### config.mk
export PLATFORM = sky130hd
export DESIGN_NAME = imm_datapath
export DESIGN_NICKNAME = d
export VERILOG_FILES = /design/src/hw/rtl/imm_pkg.sv /design/src/hw/rtl/imm_datapath.sv
export SDC_FILE = /design/constraint.sdc
export NUM_CORES = 2
export LEC_CHECK = 0
export ABC_CLOCK_PERIOD_IN_PS = 8250
export BUFFER_PORTS_ARGS = -buffer_cell sky130_fd_sc_hd__buf_2
export CORE_ASPECT_RATIO = 2
export CORE_MARGIN = 2
export CORE_UTILIZATION = 65
export CTS_BUF_LIST = sky130_fd_sc_hd__clkbuf_8
export DETAILED_ROUTE_END_ITERATION = 7
export PLACE_DENSITY = 0.86
export SLEW_MARGIN = 15
export SYNTH_ARGS = -nofsm -noshare
export SYNTH_HDL_FRONTEND = slang
export SYNTH_SLANG_ARGS = --single-unit
### constraint.sdc
create_clock -name clock -period 8.25 [get_ports clock]
set_input_delay 1.65 -clock clock [delete_from_list [all_inputs] [get_ports clock]]
set_output_delay 1.65 -clock clock [all_outputs]
set_load 0.01 [all_outputs]
### src/hw/rtl/imm_pkg.sv
package imm_pkg;

   localparam int DATA_W  = 32;
   localparam int FIELD_W = 3;
   localparam int CFG_W   = 4;

   localparam logic [CFG_W-1:0] DIM_RESET = 4'd8;

   localparam logic [1:0] CSR_ROWS_A    = 2'd0;
   localparam logic [1:0] CSR_INNER_DIM = 2'd1;
   localparam logic [1:0] CSR_COLS_B    = 2'd2;

   typedef enum logic [1:0] {
      OP_WRITE_A = 2'd0,
      OP_WRITE_B = 2'd1,
      OP_COMPUTE = 2'd2
   } op_type;

   typedef enum logic [1:0] {
      ST_IDLE,
      ST_ISSUE,
      ST_DRAIN
   } state_type;

   typedef struct packed {
      logic [1:0]                operation;
      logic [FIELD_W-1:0]        row_index;
      logic [FIELD_W-1:0]        col_index;
      logic signed [DATA_W-1:0]  element_value;
   } imm_req_type;

   typedef struct packed {
      logic [FIELD_W-1:0]        out_row;
      logic [FIELD_W-1:0]        out_col;
      logic signed [DATA_W-1:0]  product_value;
      logic                      last;
   } imm_rsp_type;

   typedef struct packed {
      logic load_a;
      logic load_b;
      logic acc_clear;
      logic issue;
      logic out_load;
      logic out_last;
   } imm_cmd_type;

   typedef struct packed {
      logic busy;
      logic out_free;
   } imm_status_type;

endpackage

### src/hw/rtl/imm_datapath.sv
module imm_datapath #(
   parameter int MAX_DIM    = 8,
   parameter int ELEM_WIDTH = 32,
   parameter int IDX_W      = 3
) (
   input  logic                    clock,
   input  logic                    reset,
   input  imm_pkg::imm_req_type    req_data,
   input  imm_pkg::imm_cmd_type    cmd,
   output imm_pkg::imm_status_type status,
   input  logic [IDX_W-1:0]        row_i,
   input  logic [IDX_W-1:0]        col_j,
   input  logic [IDX_W-1:0]        step_k,
   output logic                    rsp_valid,
   input  logic                    rsp_stall,
   output imm_pkg::imm_rsp_type    rsp_data
);
   import imm_pkg::*;

   localparam int DEPTH  = MAX_DIM * MAX_DIM;
   localparam int ADDR_W = (DEPTH > 1) ? $clog2(DEPTH) : 1;

   logic [ELEM_WIDTH-1:0]          a_mem_ff [DEPTH];
   logic [ELEM_WIDTH-1:0]          b_mem_ff [DEPTH];
   logic signed [ELEM_WIDTH-1:0]   a_rd_ff, b_rd_ff;
   logic                           rd_valid_ff, mul_valid_ff, rsp_valid_ff;
   logic signed [2*ELEM_WIDTH-1:0] prod_full;
   logic [DATA_W-1:0]              prod_ff, prod_in, acc_ff, acc_in;
   imm_rsp_type                    rsp_data_ff;
   logic                           wr_ok;
   logic [ADDR_W-1:0]              wr_addr, a_addr, b_addr;

   assign wr_ok = ({1'b0, req_data.row_index} < (FIELD_W + 1)'(MAX_DIM)) &&
                  ({1'b0, req_data.col_index} < (FIELD_W + 1)'(MAX_DIM));
   assign wr_addr = ADDR_W'(req_data.row_index) * ADDR_W'(MAX_DIM) +
                    ADDR_W'(req_data.col_index);
   assign a_addr = ADDR_W'(row_i) * ADDR_W'(MAX_DIM) + ADDR_W'(step_k);
   assign b_addr = ADDR_W'(step_k) * ADDR_W'(MAX_DIM) + ADDR_W'(col_j);

   always_ff @(posedge clock) begin
      if (cmd.load_a && wr_ok) a_mem_ff[wr_addr] <= req_data.element_value[ELEM_WIDTH-1:0];
      if (cmd.load_b && wr_ok) b_mem_ff[wr_addr] <= req_data.element_value[ELEM_WIDTH-1:0];
      if (cmd.issue) begin
         a_rd_ff <= a_mem_ff[a_addr];
         b_rd_ff <= b_mem_ff[b_addr];
      end
   end

   assign prod_full = a_rd_ff * b_rd_ff;
   assign prod_in   = DATA_W'(prod_full);
   assign acc_in    = cmd.acc_clear ? '0 : (mul_valid_ff ? acc_ff + prod_ff : acc_ff);

   always_ff @(posedge clock) begin
      prod_ff <= prod_in;
      acc_ff  <= acc_in;
      if (reset) begin
         rd_valid_ff  <= 1'b0;
         mul_valid_ff <= 1'b0;
      end else begin
         rd_valid_ff  <= cmd.issue;
         mul_valid_ff <= rd_valid_ff;
      end
   end

   always_ff @(posedge clock) begin
      if (reset) begin
         rsp_valid_ff <= 1'b0;
      end else if (cmd.out_load) begin
         rsp_valid_ff <= 1'b1;
      end else if (!rsp_stall) begin
         rsp_valid_ff <= 1'b0;
      end
      if (cmd.out_load) begin
         rsp_data_ff.out_row       <= FIELD_W'(row_i);
         rsp_data_ff.out_col       <= FIELD_W'(col_j);
         rsp_data_ff.product_value <= acc_ff;
         rsp_data_ff.last          <= cmd.out_last;
      end
   end

   assign status.busy     = rd_valid_ff || mul_valid_ff;
   assign status.out_free = !rsp_valid_ff || !rsp_stall;
   assign rsp_valid       = rsp_valid_ff;
   assign rsp_data        = rsp_data_ff;

endmodule

**Word level (Yosys, flattened, before mapping)**

Memory sizes are Yosys's and may differ from the RTL's. A register that Yosys moved wholly into a read port is not among the register bits.
Index checks and enable logic that the tools add are counted.

- Flip-flop bits (word level): 106
- Bits in writable memories: 4096
- Input bits: 58
- Word-level logic and storage cells: 27
- Memories kept: 2

- Add/subtract/negate cells: 4
- Multiply operators: 1
- Eq/ne operators: 1
- Mux-type cells: 6
- Reductions and logical operators: 4

Memories:

| name | words | width | read ports | clocked after memory_dff | write ports | RTL line | source |
|---|---|---|---|---|---|---|---|
| a_mem_ff | 64 | 32 | 1 | 1 | 1 | imm_datapath.sv:23 | `logic [ELEM_WIDTH-1:0] a_mem_ff [DEPTH];` |
| b_mem_ff | 64 | 32 | 1 | 1 | 1 | imm_datapath.sv:24 | `logic [ELEM_WIDTH-1:0] b_mem_ff [DEPTH];` |

Operators by type and width:

| cell | count |
|---|---|
| $add 32x32->32 | 1 |
| $mul 32x32->32 | 1 |
| $add 6x3->6 | 3 |
| $mux 1 | 6 |
| $logic_not 1->1 | 2 |
| $logic_or 1x1->1 | 2 |
| $ne 2x2->1 const B | 1 |

**Depth between registers and ports, before layout**

- Word-level depth: 2
- Depth in mapped cells: 28

**Worst setup path after synthesis**

OpenSTA, ideal clock, no wires.

- Path kind: reg2reg
- From: register b_rd_ff[2] (read register of b_mem_ff)
- To: register prod_ff[30]
- Setup time: 0.062 ns
- Data arrival time: 6.950 ns
- Data required time: 8.188 ns
- Setup slack: 1.239 ns
- Stages on the path, launching flop included: 26
- Clock period less this slack: 7.011 ns
- Cells stage by stage: edfxtp_1 -> clkbuf_1 -> clkbuf_1 -> nand2_1 -> fa_1 -> inv_1 -> fa_1 -> fa_1 -> inv_1 -> fa_1 -> inv_1 -> fa_1 -> inv_1 -> fa_1 -> inv_1 -> fa_1 -> fa_1 -> ha_1 -> a21o_1 -> a21oi_1 -> o21a_1 -> o31ai_1 -> a41o_1 -> o41a_1 -> or4b_1 -> nand3_1

- Cells in the longest elaborated chain, start to end: 1

Ends and longest elaborated chain:

| item | RTL line | source |
|---|---|---|
| start, declared | imm_datapath.sv:25 | `logic signed [ELEM_WIDTH-1:0] a_rd_ff, b_rd_ff;` |
| $mul 32x32->32 | imm_datapath.sv:49 | `assign prod_full = a_rd_ff * b_rd_ff;` |
| via prod_full[30] | imm_datapath.sv:27 | `logic signed [2*ELEM_WIDTH-1:0] prod_full;` |
| end signal, assigned | imm_datapath.sv:54 | `prod_ff <= prod_in;` |
| end, declared | imm_datapath.sv:28 | `logic [DATA_W-1:0] prod_ff, prod_in, acc_ff, acc_in;` |

The timed path passes the listed nets, and every way through them passes these cells.
A chain may end at the register's enable or synchronous reset.

**Final worst setup path**

- From: register a_rd_ff[10] (read register of a_mem_ff)
- To: register prod_ff[30]

- Cells in the longest elaborated chain, start to end: 1

Ends and longest elaborated chain:

| item | RTL line |
|---|---|
| start, declared | imm_datapath.sv:25 |
| $mul 32x32->32 | imm_datapath.sv:49 |
| via prod_full[30] | imm_datapath.sv:27 |

The timed path passes the listed nets, and every way through them passes these cells.

==> impl_metrics.json <==
{
  "timing.rr.end": "prod_ff[30]$_DFF_P_",
  "dieWidth_um": 374,
  "timing.fmax_mhz": 127,
  "core_area_um2": 272000,
  "ys_types": 69,
  "hpwl_um": 315000,
  "cts_htree_levels": 6,
  "ys_warn_count": 0,
  "post-cts-setup-buffers": 0,
  "synth.most_common_cell": "edfxtp_1",
  "seqPwrFrac": 0.343,
  "reg2reg_slack_ns": 0.38,
  "drc": 0,
  "seq_area_um2": 127000,
  "synth_largest_area_cell": "edfxtp_1",
  "synthToLayoutAreaGrowth_pct": 9.57,
  "die_height_um": 744,
  "grt_max_degree": 129,
  "postSynth.asyncResetShare": 0,
  "endpoint_kind": "flip-flop",
  "internal_power_mw": 45.2,
  "antenna_found_initial": 57,
  "r2r-start": "a_rd_ff[10]$_DFFE_PP_",
  "p_sw_frac": 0.373,
  "numCtsBuffers": 559,
  "slew_headroom": 0.125,
  "die_area_um2": 278000,
  "clock_skew_ns": 0.0804,
  "path_clk_slew_ns": 0.07,
  "worstHoldPathType": "flip-flop to flip-flop",
  "ys_top_cells_by_count": "edfxtp_1 (4199), mux4_2 (1332), inv_1 (451)",
  "endpoint": "prod_ff[30]$_DFF_P_",
  "cts_root_buf": "clkbuf_8",
  "multi_input_area_um2": 48000,
  "cts_resized": 0,
  "ff2ff_path_depth": 22,
  "syn_inst": 8220,
  "wl_per_cell_um": 39.7,
  "start_util": 0.653,
  "ys_seq_elements": 4266,
  "critPathLaunch": "a_rd_ff[10]$_DFFE_PP_",
  "p_sw_mw": 26.9,
  "synthFlopType": "edfxtp_1",
  "seq_area_frac_synth": 0.717,
  "p_leak_nw": 64.2,
  "power_frac_clock": 0.207,
  "peakVddDrop_mv": 1.91,
  "hold_buffers": 0,
  "finalCritPeriodShare": 0.954,
  "start_kind": "flip-flop",
  "io-pin-count": 100,
  "grt_first_pass_wirelength_um": 707000,
  "vias": 90700,
  "fillers": 14300,
  "criticalPathCategory": "flip-flop to flip-flop",
  "rsz0062_at_grt": "no",
  "maxSlewViolCount": 0,
  "avgSynthCellArea_um2": 21.6,
  "synth_area_um2": 178000,
  "fin_hold_ws_ns": 0.452,
  "worstMarginPinSlew_ns": 1.31,
  "min_period_ns": 7.87,
  "viasPerCell": 7.13,
  "grt_util_all_layers": 0.370,
  "synth_top_area_frac": 0.709,
  "clk_path_buf_depth": 4,
  "numClockSinks": 4266,
  "nNetsFinal": 9381,
  "drv_cap": 0,
  "synth.area.top_cells": "edfxtp_1 (71%), mux4_2 (17%), fa_1 (4.6%)",
  "setup_violations": 0,
  "arrival_ns": 8.91,
  "num_rows": 271,
  "ant_nets": 0,
  "drtPass1Iterations": 6,
  "totalWireLength_um": 505000,
  "portBuffers": 97,
  "critical_path_peak_fanout": 10,
  "status": "complete, no violations",
  "drt_iter0_markers": 13200,
  "combPwrFrac": 0.450,
  "cellPowerDensity_nw_per_um2": 370,
  "synth.net_count": 8868,
  "synth_edf_count": 4199,
  "routabilityCongestion": 0.981,
  "cts_tree": "done",
  "layout-drive-gt1-share": 0.279,
  "hold_violations": 0,
  "clk_latency_ns": 1.11,
  "grt_pass1_vias": 97400,
  "worstPathRequired_ns": 9.29,
  "grt_overflow": 0,
  "fin_tns_setup_ns": 0
}
[layout make-up]
class	count	area share
flip-flops and latches	4266	0.654
inverters	452	0.00871
multi-input cells	3089	0.247
repair buffers	365	0.0155
clock inverters	390	0.0112
diodes	35	0.000450
well taps	3549	0.0228
clock buffers	573	0.0405
[metrics by stage]
| stage | total power [mW] | setup slack (ns) | util | std cells | cell area, µm² |
|---|---|---|---|---|---|
| final | 72.1 | 0.381 | 0.715 | 12700 | 195000 |
| after global routing | 75.4 | 0.308 | 0.715 | 12700 | 195000 |
| after CTS | 72.2 | 0.443 | 0.715 | 12700 | 195000 |
| after detailed placement | 57.6 | 0.451 | 0.678 | 11700 | 185000 |
| after global placement | 56.9 | 0.532 | 0.678 | 11700 | 185000 |
| after floorplan | 49.7 | 1.24 | - | 8220 | 178000 |
[cell usage in the layout (no fill, tap or decap), types with 21 or more instances in the layout]
| cell | count |
|---|---|
| edfxtp_1 | 4199 |
| mux4_2 | 1332 |
| inv_1 | 591 |
| clkbuf_8 | 573 |
| fa_1 | 409 |
| and2_1 | 287 |
| nand2_1 | 285 |
| buf_4 | 270 |
| ha_1 | 181 |
| nor2_4 | 128 |
| clkinv_1 | 124 |
| xnor2_1 | 87 |
| dfxtp_1 | 67 |
| clkinv_2 | 67 |
| nor2_1 | 56 |
| buf_2 | 56 |
| a21oi_1 | 48 |
| diode_2 | 35 |
| mux2i_1 | 28 |
| a21o_1 | 27 |
| buf_12 | 23 |
| xor2_1 | 22 |
| o21ai_0 | 21 |
| nand3_1 | 21 |
[registers in the layout, indices dropped and copies added, names as in the netlist]
name,flops
a_mem_ff,2048
b_mem_ff,2048
rsp_data,39
a_rd_ff,32
acc_ff,32
b_rd_ff,32
prod_ff,32
mul_valid_ff,1
rd_valid_ff,1
rsp_valid,1
[logic make-up (layout without fill, tap and decap cells)]
family          after synthesis  after routing  share of synthesized area
compound gates              179            179                    0.00652
xor+xnor                    109            109                    0.00537
fa+ha+maj                   590            590                     0.0588
buf+inv                     865           1780                     0.0185
flops                      4266           4266                      0.717
mux                        1374           1374                      0.171
other cells                   0             35                          0
simple gates                837            837                     0.0228
[power groups by stage]
| stage | combinational (mW) | clock [mW] | sequential [mW] |
|---|---|---|---|
| finish | 32.4 | 14.9 | 24.8 |
| floorplan | 24.6 | 0 | 25.2 |
| detailed placement | 32.4 | 0 | 25.2 |
| global route | 35.0 | 15.7 | 24.8 |
| global placement | 31.6 | 0 | 25.2 |
| CTS | 32.5 | 14.9 | 24.8 |
[worst min-delay path by stage]
stage	slack (ns)	endpoint	start	cells past startpoint
floorplan	0.42	rsp_data[32]$_DFFE_PP_	acc_ff[31]$_SDFFE_PP0P_	0
global placement	0.44	rsp_data[32]$_DFFE_PP_	acc_ff[31]$_SDFFE_PP0P_	0
detailed placement	0.43	rsp_data[32]$_DFFE_PP_	acc_ff[31]$_SDFFE_PP0P_	0
CTS	0.45	rsp_data[32]$_DFFE_PP_	acc_ff[31]$_SDFFE_PP0P_	0
global route	0.46	rsp_data[32]$_DFFE_PP_	acc_ff[31]$_SDFFE_PP0P_	0
finish	0.45	rsp_data[32]$_DFFE_PP_	acc_ff[31]$_SDFFE_PP0P_	0
[layer usage]
layer  routed length [µm]  GRT usage  vias to the layer above  share of wire
met2               263000      0.637                     7751           0.52
li1                     -          -                    34100              -
met4                55100      0.335                       42           0.11
met5                  303          0                        -        0.00060
met3                50200     0.0762                     2536           0.10
met1               136000      0.379                    46200           0.27
[critical path: stages, from the launching register on]
cell and delay [ns]:
edfxtp_1 0.88, and2_1 0.25, fa_1 0.51, fa_1 0.54, fa_1 0.50, inv_1 0.14
fa_1 0.28, inv_1 0.09, fa_1 0.53, inv_1 0.06, fa_1 0.54, inv_1 0.10
fa_1 0.54, fa_1 0.43, ha_1 0.36, a21o_1 0.19, a21oi_1 0.33, o21a_1 0.19
o31ai_1 0.10, a41o_1 0.28, o41a_1 0.37, or4b_1 0.49, nand3_1 0.11
(Power assumes the default switching activity.)
