==> src/hw/rtl/imm_pkg.sv <==
package imm_pkg;

   localparam int DATA_W  = 32;
   localparam int FIELD_W = 3;
   localparam int CFG_W   = 4;

   localparam logic [CFG_W-1:0] DIM_RESET = 4'd8;

   localparam logic [1:0] CSR_ROWS_A    = 2'd0;
   localparam logic [1:0] CSR_INNER_DIM = 2'd1;
   localparam logic [1:0] CSR_COLS_B    = 2'd2;

   typedef enum logic [1:0] {
      OP_WRITE_A = 2'd0,
      OP_WRITE_B = 2'd1,
      OP_COMPUTE = 2'd2
   } op_type;

   typedef enum logic [1:0] {
      ST_IDLE,
      ST_ISSUE,
      ST_DRAIN
   } state_type;

   typedef struct packed {
      logic [1:0]                operation;
      logic [FIELD_W-1:0]        row_index;
      logic [FIELD_W-1:0]        col_index;
      logic signed [DATA_W-1:0]  element_value;
   } imm_req_type;

   typedef struct packed {
      logic [FIELD_W-1:0]        out_row;
      logic [FIELD_W-1:0]        out_col;
      logic signed [DATA_W-1:0]  product_value;
      logic                      last;
   } imm_rsp_type;

   typedef struct packed {
      logic load_a;
      logic load_b;
      logic acc_clear;
      logic issue;
      logic out_load;
      logic out_last;
   } imm_cmd_type;

   typedef struct packed {
      logic busy;
      logic out_free;
   } imm_status_type;

endpackage

==> src/hw/rtl/imm_controller.sv <==
module imm_controller #(
   parameter int MAX_DIM = 8,
   parameter int IDX_W   = 3
) (
   input  logic                      clock,
   input  logic                      reset,
   input  logic                      req_valid,
   output logic                      req_stall,
   input  logic [1:0]                operation,
   input  logic                      csr_valid,
   output logic                      csr_ready,
   input  logic [1:0]                csr_index,
   input  logic [imm_pkg::CFG_W-1:0] csr_data,
   output imm_pkg::imm_cmd_type      cmd,
   input  imm_pkg::imm_status_type   status,
   output logic [IDX_W-1:0]          row_i,
   output logic [IDX_W-1:0]          col_j,
   output logic [IDX_W-1:0]          step_k
);
   import imm_pkg::*;

   localparam int DIM_W = $clog2(MAX_DIM + 1);

   state_type          state_ff, state_in;
   logic [CFG_W-1:0]   rows_a_ff, inner_dim_ff, cols_b_ff;
   logic [IDX_W-1:0]   i_ff, i_in, j_ff, j_in, k_ff, k_in;
   logic [DIM_W-1:0]   nr, nk, nc;
   logic               k_last, j_last, elem_last, start, emit;

   function automatic logic [DIM_W-1:0] clamp_dim(input logic [CFG_W-1:0] v);
      logic [DIM_W-1:0] r;
      if (v > CFG_W'(MAX_DIM)) r = DIM_W'(MAX_DIM);
      else r = DIM_W'(v);
      return r;
   endfunction

   assign csr_ready = 1'b1;

   always_ff @(posedge clock) begin
      if (reset) begin
         rows_a_ff    <= DIM_RESET;
         inner_dim_ff <= DIM_RESET;
         cols_b_ff    <= DIM_RESET;
      end else if (csr_valid) begin
         if (csr_index == CSR_ROWS_A) rows_a_ff <= csr_data;
         if (csr_index == CSR_INNER_DIM) inner_dim_ff <= csr_data;
         if (csr_index == CSR_COLS_B) cols_b_ff <= csr_data;
      end
   end

   assign nr = clamp_dim(rows_a_ff);
   assign nk = clamp_dim(inner_dim_ff);
   assign nc = clamp_dim(cols_b_ff);

   assign k_last    = (DIM_W'(k_ff) + 1'b1) == nk;
   assign j_last    = (DIM_W'(j_ff) + 1'b1) == nc;
   assign elem_last = j_last && ((DIM_W'(i_ff) + 1'b1) == nr);
   assign start     = req_valid && (operation == OP_COMPUTE) && (nr != '0) && (nc != '0);
   assign emit      = !status.busy && status.out_free;

   always_ff @(posedge clock) begin
      if (reset) begin
         state_ff <= ST_IDLE;
         i_ff     <= '0;
         j_ff     <= '0;
         k_ff     <= '0;
      end else begin
         state_ff <= state_in;
         i_ff     <= i_in;
         j_ff     <= j_in;
         k_ff     <= k_in;
      end
   end

   always_comb begin
      state_in = state_ff;
      unique case (state_ff)
         ST_IDLE: begin
            if (start) state_in = (nk == '0) ? ST_DRAIN : ST_ISSUE;
         end
         ST_ISSUE: begin
            if (k_last) state_in = ST_DRAIN;
         end
         ST_DRAIN: begin
            if (emit) begin
               if (elem_last) state_in = ST_IDLE;
               else state_in = (nk == '0) ? ST_DRAIN : ST_ISSUE;
            end
         end
         default: state_in = ST_IDLE;
      endcase
   end

   always_comb begin
      cmd       = '0;
      req_stall = 1'b1;
      i_in      = i_ff;
      j_in      = j_ff;
      k_in      = k_ff;
      unique case (state_ff)
         ST_IDLE: begin
            req_stall  = 1'b0;
            cmd.load_a = req_valid && (operation == OP_WRITE_A);
            cmd.load_b = req_valid && (operation == OP_WRITE_B);
            if (start) begin
               cmd.acc_clear = 1'b1;
               i_in = '0;
               j_in = '0;
               k_in = '0;
            end
         end
         ST_ISSUE: begin
            cmd.issue = 1'b1;
            k_in = k_last ? '0 : k_ff + 1'b1;
         end
         ST_DRAIN: begin
            if (emit) begin
               cmd.out_load  = 1'b1;
               cmd.out_last  = elem_last;
               cmd.acc_clear = 1'b1;
               if (j_last) begin
                  j_in = '0;
                  i_in = i_ff + 1'b1;
               end else begin
                  j_in = j_ff + 1'b1;
               end
            end
         end
         default: begin
            req_stall = 1'b1;
         end
      endcase
   end

   assign row_i  = i_ff;
   assign col_j  = j_ff;
   assign step_k = k_ff;

endmodule

==> config.mk <==
export PLATFORM = sky130hd
export DESIGN_NAME = imm_controller
export DESIGN_NICKNAME = d
export VERILOG_FILES = /design/src/hw/rtl/imm_pkg.sv /design/src/hw/rtl/imm_controller.sv
export SDC_FILE = /design/constraint.sdc
export NUM_CORES = 1
export LEC_CHECK = 0
export ABC_CLOCK_PERIOD_IN_PS = 5160
export BUFFER_PORTS_ARGS = -buffer_cell sky130_fd_sc_hd__clkbuf_2
export CORE_MARGIN = 1.5
export CORE_UTILIZATION = 30
export DETAILED_ROUTE_END_ITERATION = 16
export PLACE_DENSITY_LB_ADDON = 0.1
export RECOVER_POWER = 50
export SKIP_LAST_GASP = 1
export SYNTH_ARGS = -nofsm -noshare
export SYNTH_HDL_FRONTEND = slang
export SYNTH_SLANG_ARGS = --single-unit
export TNS_END_PERCENT = 10
==> constraint.sdc <==
create_clock -name clock -period 5.16 [get_ports clock]
set_input_delay 0.258 -clock clock [delete_from_list [all_inputs] [get_ports clock]]
set_output_delay 0.258 -clock clock [all_outputs]
set_load 0.005 [all_outputs]
Word level (Yosys, flattened, before mapping)
Cells that the tools add are included.

Register bits after elaboration: 23. Latch bits: 0. RAM bits: 0. ROM bits: 0. Output and inout port bits: 17. Word-level logic and storage cells: 78. Memories: 0.

Add/subtract/negate cells: 6. Multipliers: 0. Div/mod/pow operators: 0. Magnitude comparators: 3. Eq/ne operators: 13. Shift-type cells: 0. Muxes and demuxes: 26. Bitwise operators: 0. Reductions and logical operators: 23.

Operator list (number): $mux W3 (6); $pmux W3 S2 (3); $mux W2 (8); $add A3 B1 Y4 const B (3); $eq A4 B4 Y1 (3); $gt A4 B4 Y1 const B (3); $mux W4 (3); $add A3 B1 Y3 const B (3); $ne A2 B2 Y1 const B (4); $reduce_and A2 Y1 (4); $reduce_bool A4 Y1 (2); $logic_and A1 B1 Y1 (7); $eq A2 B1 Y1 const B (3); $eq A2 B2 Y1 const B (3); $logic_not A2 Y1 (3); $pmux W2 S3 (1); $reduce_and A3 Y1 (2); $logic_not A4 Y1 (1); $mux W1 (4); $reduce_and A4 Y1 (1); $reduce_bool A2 Y1 (2); $pmux W1 S2 (1); $logic_not A1 Y1 (1).

Depth between registers and ports, before layout
Depth after elaboration: 7. Mapped depth: 7.

Least setup slack after synthesis
OpenSTA, ideal clock, no wires.

Path kind: reg2reg. Start: register j_ff[0], in the netlist col_j[0]. End: register i_ff[0], in the netlist row_i[0]. Arrival time: 1720 ps. Required time: 5090 ps. Slack: 3370 ps. Cell stages (with the launch flop): 8. Path buffers: 0. Clock period less this slack: 1790 ps. Cells stage by stage: dfxtp_1 ha_1 xnor2_1 a21oi_1 nor3_1 a21oi_1 or4_1 a21oi_1.

Longest elaborated chain between the ends: 4.

RTL lines: start: declaration (RTL line imm_controller.sv:26) `logic [IDX_W-1:0] i_ff, i_in, j_ff, j_in, k_ff, k_in;`; start signal: assignment (RTL line imm_controller.sv:70) `j_ff <= j_in;`; $add A3 B1 Y4 (RTL line imm_controller.sv:56) `assign j_last = (DIM_W'(j_ff) + 1'b1) == nc;`; $eq A4 B4 Y1 (RTL line imm_controller.sv:56); $ne A2 B2 Y1 (no line); $reduce_and A4 Y1 (no line); end signal: assignment (RTL line imm_controller.sv:69) `i_ff <= i_in;`; end: declaration (RTL line imm_controller.sv:26).

Every way passes these cells. A chain may end at the register's enable or synchronous reset.

==> out/metrics.json <==
{
  "syn_inst": {"value": 160},
  "diodes": {"value": 0},
  "root_buffer": {"value": "sky130_fd_sc_hd__clkbuf_8"},
  "critical_path.startpoint_type": {"value": "flip-flop"},
  "holdCritPathClass": {"value": "in -> reg"},
  "start_util": {"value": 32.1, "unit": "%"},
  "critPathArrivalTime": {"value": 2.12, "unit": "ns"},
  "cp-startpoint": {"value": "row_i[0]"},
  "post_cts_resized": {"value": 0},
  "overflow": {"value": 0},
  "r2r-end": {"value": "row_i[0]"},
  "floorplan_die_area": {"value": 0.00482, "unit": "mm2"},
  "rsz0062_at_grt": {"value": "no"},
  "synth.yosys.seq_area_share": {"value": 34.8, "unit": "%"},
  "num_vias": {"value": 1235},
  "global_route_wire_length_before_repair": {"value": 5.29, "unit": "mm"},
  "post-synth-top-area-fraction": {"value": 34.8, "unit": "%"},
  "critPathRequiredTime": {"value": 4.90, "unit": "ns"},
  "wl_per_cell": {"value": 13.5, "unit": "um"},
  "setup.worst_path.end": {"value": "cmd[0]"},
  "cts_hold_buf": {"value": 0},
  "yosys.cell_count.top_type": {"value": "sky130_fd_sc_hd__dfxtp_1"},
  "worstSetupPathType": {"value": "reg -> out"},
  "detail-route-antenna-nets": {"value": 0},
  "ys_warn_count": {"value": 0},
  "route.final.wire_length": {"value": 3.23, "unit": "mm"},
  "fp.dieH": {"value": 69.4, "unit": "um"},
  "clock-sinks": {"value": 23},
  "post-synth-top-area-cell": {"value": "sky130_fd_sc_hd__dfxtp_1"},
  "grt.total_usage": {"value": 13.4, "unit": "%"},
  "synth_edf_count": {"value": 0},
  "max_slew.worst_pin.slew": {"value": 0.739, "unit": "ns"},
  "timing.setup.tns": {"value": 0, "unit": "ns"},
  "max_clock_freq": {"value": 421, "unit": "MHz"},
  "ir_drop": {"value": 0.0000908, "unit": "V"},
  "run_status": {"value": "completed"},
  "io_buffers": {"value": 29},
  "cp_max_fo": {"value": 8},
  "most_instantiated_flip_flop_cell_in_the_synthesis_netlist": {"value": "sky130_fd_sc_hd__dfxtp_1"},
  "clk_pin_slew": {"value": 0.09, "unit": "ns"},
  "grt_max_degree": {"value": 25},
  "synth_area_leaders": {"value": "sky130_fd_sc_hd__dfxtp_1 (35%), sky130_fd_sc_hd__mux2i_1 (7.6%), sky130_fd_sc_hd__a21oi_1 (5.7%)"},
  "std_cell_core_area": {"value": 0.00412, "unit": "mm2"},
  "slew_viol_final": {"value": 0},
  "yosys-top-cells-count": {"value": "sky130_fd_sc_hd__dfxtp_1 (23), sky130_fd_sc_hd__nor2_1 (19), sky130_fd_sc_hd__a21oi_1 (15), sky130_fd_sc_hd__inv_1 (10), sky130_fd_sc_hd__mux2i_1 (10)"},
  "detail_route.first_pass.iterations": {"value": 4},
  "cts_tree": {"value": "done"},
  "synth.cell_area": {"value": 0.00132, "unit": "mm2"},
  "numPlacedInstances": {"value": 235},
  "rr_startpoint": {"value": "col_j[0]"},
  "distinct_cell_type_count_of_the_synthesized_netlist": {"value": 43},
  "worst_skew_late_latency": {"value": 0.26, "unit": "ns"},
  "drc": {"value": 0},
  "regToRegSetupSlack": {"value": 3.14, "unit": "ns"},
  "ys_seq_elements": {"value": 23},
  "final.setup_skew": {"value": 0.00609, "unit": "ns"},
  "chipWidth": {"value": 69.4, "unit": "um"},
  "drive_above_1_share": {"value": 16.4, "unit": "%"},
  "final_min_period_over_clock_period": {"value": 46.0, "unit": "%"},
  "gpl.final_weighted_congestion": {"value": 0.794},
  "synthesis.nets": {"value": 177},
  "hold_viol_final": {"value": 0},
  "worstRegToRegCells": {"value": 7},
  "final_net_count": {"value": 207},
  "post_drt_via_cell_ratio": {"value": 5.17},
  "finish.cell_count_without_fillers": {"value": 239},
  "report.final.setup_viol": {"value": 0},
  "clock_h_tree_levels": {"value": 1},
  "cellLeakagePower": {"value": 0.677, "unit": "nW"},
  "placementRows": {"value": 23},
  "timing.slew.headroom": {"value": 50.6, "unit": "%"},
  "place_hpwl": {"value": 2.47, "unit": "mm"},
  "cts.repair_timing.setup_buffer_count": {"value": 0},
  "grt_antenna_before_repair": {"value": 0},
  "cts_buffers": {"value": 3},
  "drt_first_iter_violations": {"value": 44},
  "grt_pass1_vias": {"value": 1156},
  "io-pin-count": {"value": 31},
  "final.min_clock_period": {"value": 2.37, "unit": "ns"},
  "syn_avg_cell_area": {"value": 8.27, "unit": "um2"},
  "power_density": {"value": 224, "unit": "mW/mm2"},
  "share_of_flip_flops_with_an_asynchronous_set_or_reset_after_synthesis": {"value": 0, "unit": "%"},
  "ctsLongestPathBuffers": {"value": 2},
  "timing.max_cap.violations": {"value": 0},
  "timing.critical_path.to_type": {"value": "primary output"},
  "relative_area_change_from_synthesis_to_final_layout": {"value": 17.3, "unit": "%"}
}
critical path, stage by stage (launching register included):
cell and delay [ns]:
sky130_fd_sc_hd__dfxtp_1 0.47, sky130_fd_sc_hd__ha_1 0.25, sky130_fd_sc_hd__xnor2_1 0.10, sky130_fd_sc_hd__a311o_1 0.36, sky130_fd_sc_hd__nor3_1 0.35, sky130_fd_sc_hd__and3_1 0.22, sky130_fd_sc_hd__clkbuf_2 0.11
logic make-up (layout without fill, tap and decap cells):
logic type               Yosys count  in the layout  synth area share (%)
buffers and inverters             14             43                  4.35
flip-flops                        23             23                  34.8
other                              1              1                 0.284
AO/OA/AOI/OAI                     37             37                  18.5
multiplexers                      10             10                  7.57
AND/OR/NAND/NOR                   64             64                  26.3
adder cells (fa/ha/maj)            3              3                  2.84
XOR/XNOR                           8              8                  5.30
area by class of cell:
| type | count | area, um2 |
|---|---|---|
| flip-flops and latches | 23 | 460 |
| multi-input cells | 123 | 805 |
| clock inverters | 1 | 5.00 |
| clock buffers | 3 | 41.3 |
| inverters | 10 | 37.5 |
| well taps | 50 | 62.6 |
| fillers | 430 | 2560 |
| repair buffers | 29 | 140 |
flip-flops by register name, summed over array words and instances, names as in the netlist:
name / flops
cols_b_ff: 4
row_i: 3
state_ff: 2
col_j: 3
rows_a_ff: 4
inner_dim_ff: 4
step_k: 3
per-stage QoR:
| stage | hold WS [ns] | util [%] | power (mW) | setup slack (ns) | area, um2 |
|---|---|---|---|---|---|
| finish | 0.230 | 37.7 | 0.347 | 2.79 | 1550 |
| global route | 0.219 | 37.7 | 0.368 | 2.62 | 1550 |
| CTS | 0.221 | 37.8 | 0.354 | 2.78 | 1560 |
| detailed placement | 0.506 | 36.7 | 0.238 | 3.08 | 1510 |
| global placement | 0.494 | 36.7 | 0.237 | 3.08 | 1510 |
| floorplan | 0.352 | - | 0.221 | 3.37 | 1320 |
routing by layer:
| metal | share of wire [%] | track usage (%) |
|---|---|---|
| met1 | 49 | 18.4 |
| met2 | 46 | 21.3 |
| met3 | 4.2 | 2.62 |
| met4 | 0.53 | 3.92 |
| met5 | 0 | 0 |
cells in the final DEF, fill, tap and decap left out, types with 3 or more instances in the layout:
cell                       count
sky130_fd_sc_hd__nor2b_1       4
sky130_fd_sc_hd__nand2b_1      3
sky130_fd_sc_hd__mux2i_1      10
sky130_fd_sc_hd__nand3_1       4
sky130_fd_sc_hd__xnor2_1       7
sky130_fd_sc_hd__o21ai_0       7
sky130_fd_sc_hd__dfxtp_1      23
sky130_fd_sc_hd__nor3_1        3
sky130_fd_sc_hd__inv_1        10
sky130_fd_sc_hd__clkbuf_1      4
sky130_fd_sc_hd__nor2_1       19
sky130_fd_sc_hd__ha_1          3
sky130_fd_sc_hd__clkbuf_2     25
sky130_fd_sc_hd__nor3b_1       5
sky130_fd_sc_hd__nand2_1       9
sky130_fd_sc_hd__clkbuf_8      3
sky130_fd_sc_hd__a21oi_1      15
sky130_fd_sc_hd__nor4_1        3
sky130_fd_sc_hd__a211o_1       3
report_power, final:
group          switching [mW]  internal, mW
clock                  0.0596        0.0539
sequential            0.00659         0.182
combinational          0.0243        0.0203
total                  0.0905         0.257
worst min-delay path by stage:
stage / from / end / slack [ns] / cells after the start
2_1_floorplan: reset / rows_a_ff[3] / 0.35 / 1
3_3_place_gp: col_j[1] / col_j[1] / 0.49 / 2
3_5_place_dp: csr_data[3] / rows_a_ff[3] / 0.51 / 2
4_1_cts: csr_data[3] / rows_a_ff[3] / 0.22 / 2
5_1_grt: csr_data[3] / rows_a_ff[3] / 0.22 / 2
6_report: csr_data[3] / rows_a_ff[3] / 0.23 / 2
Power figures use the tool's default switching activity.
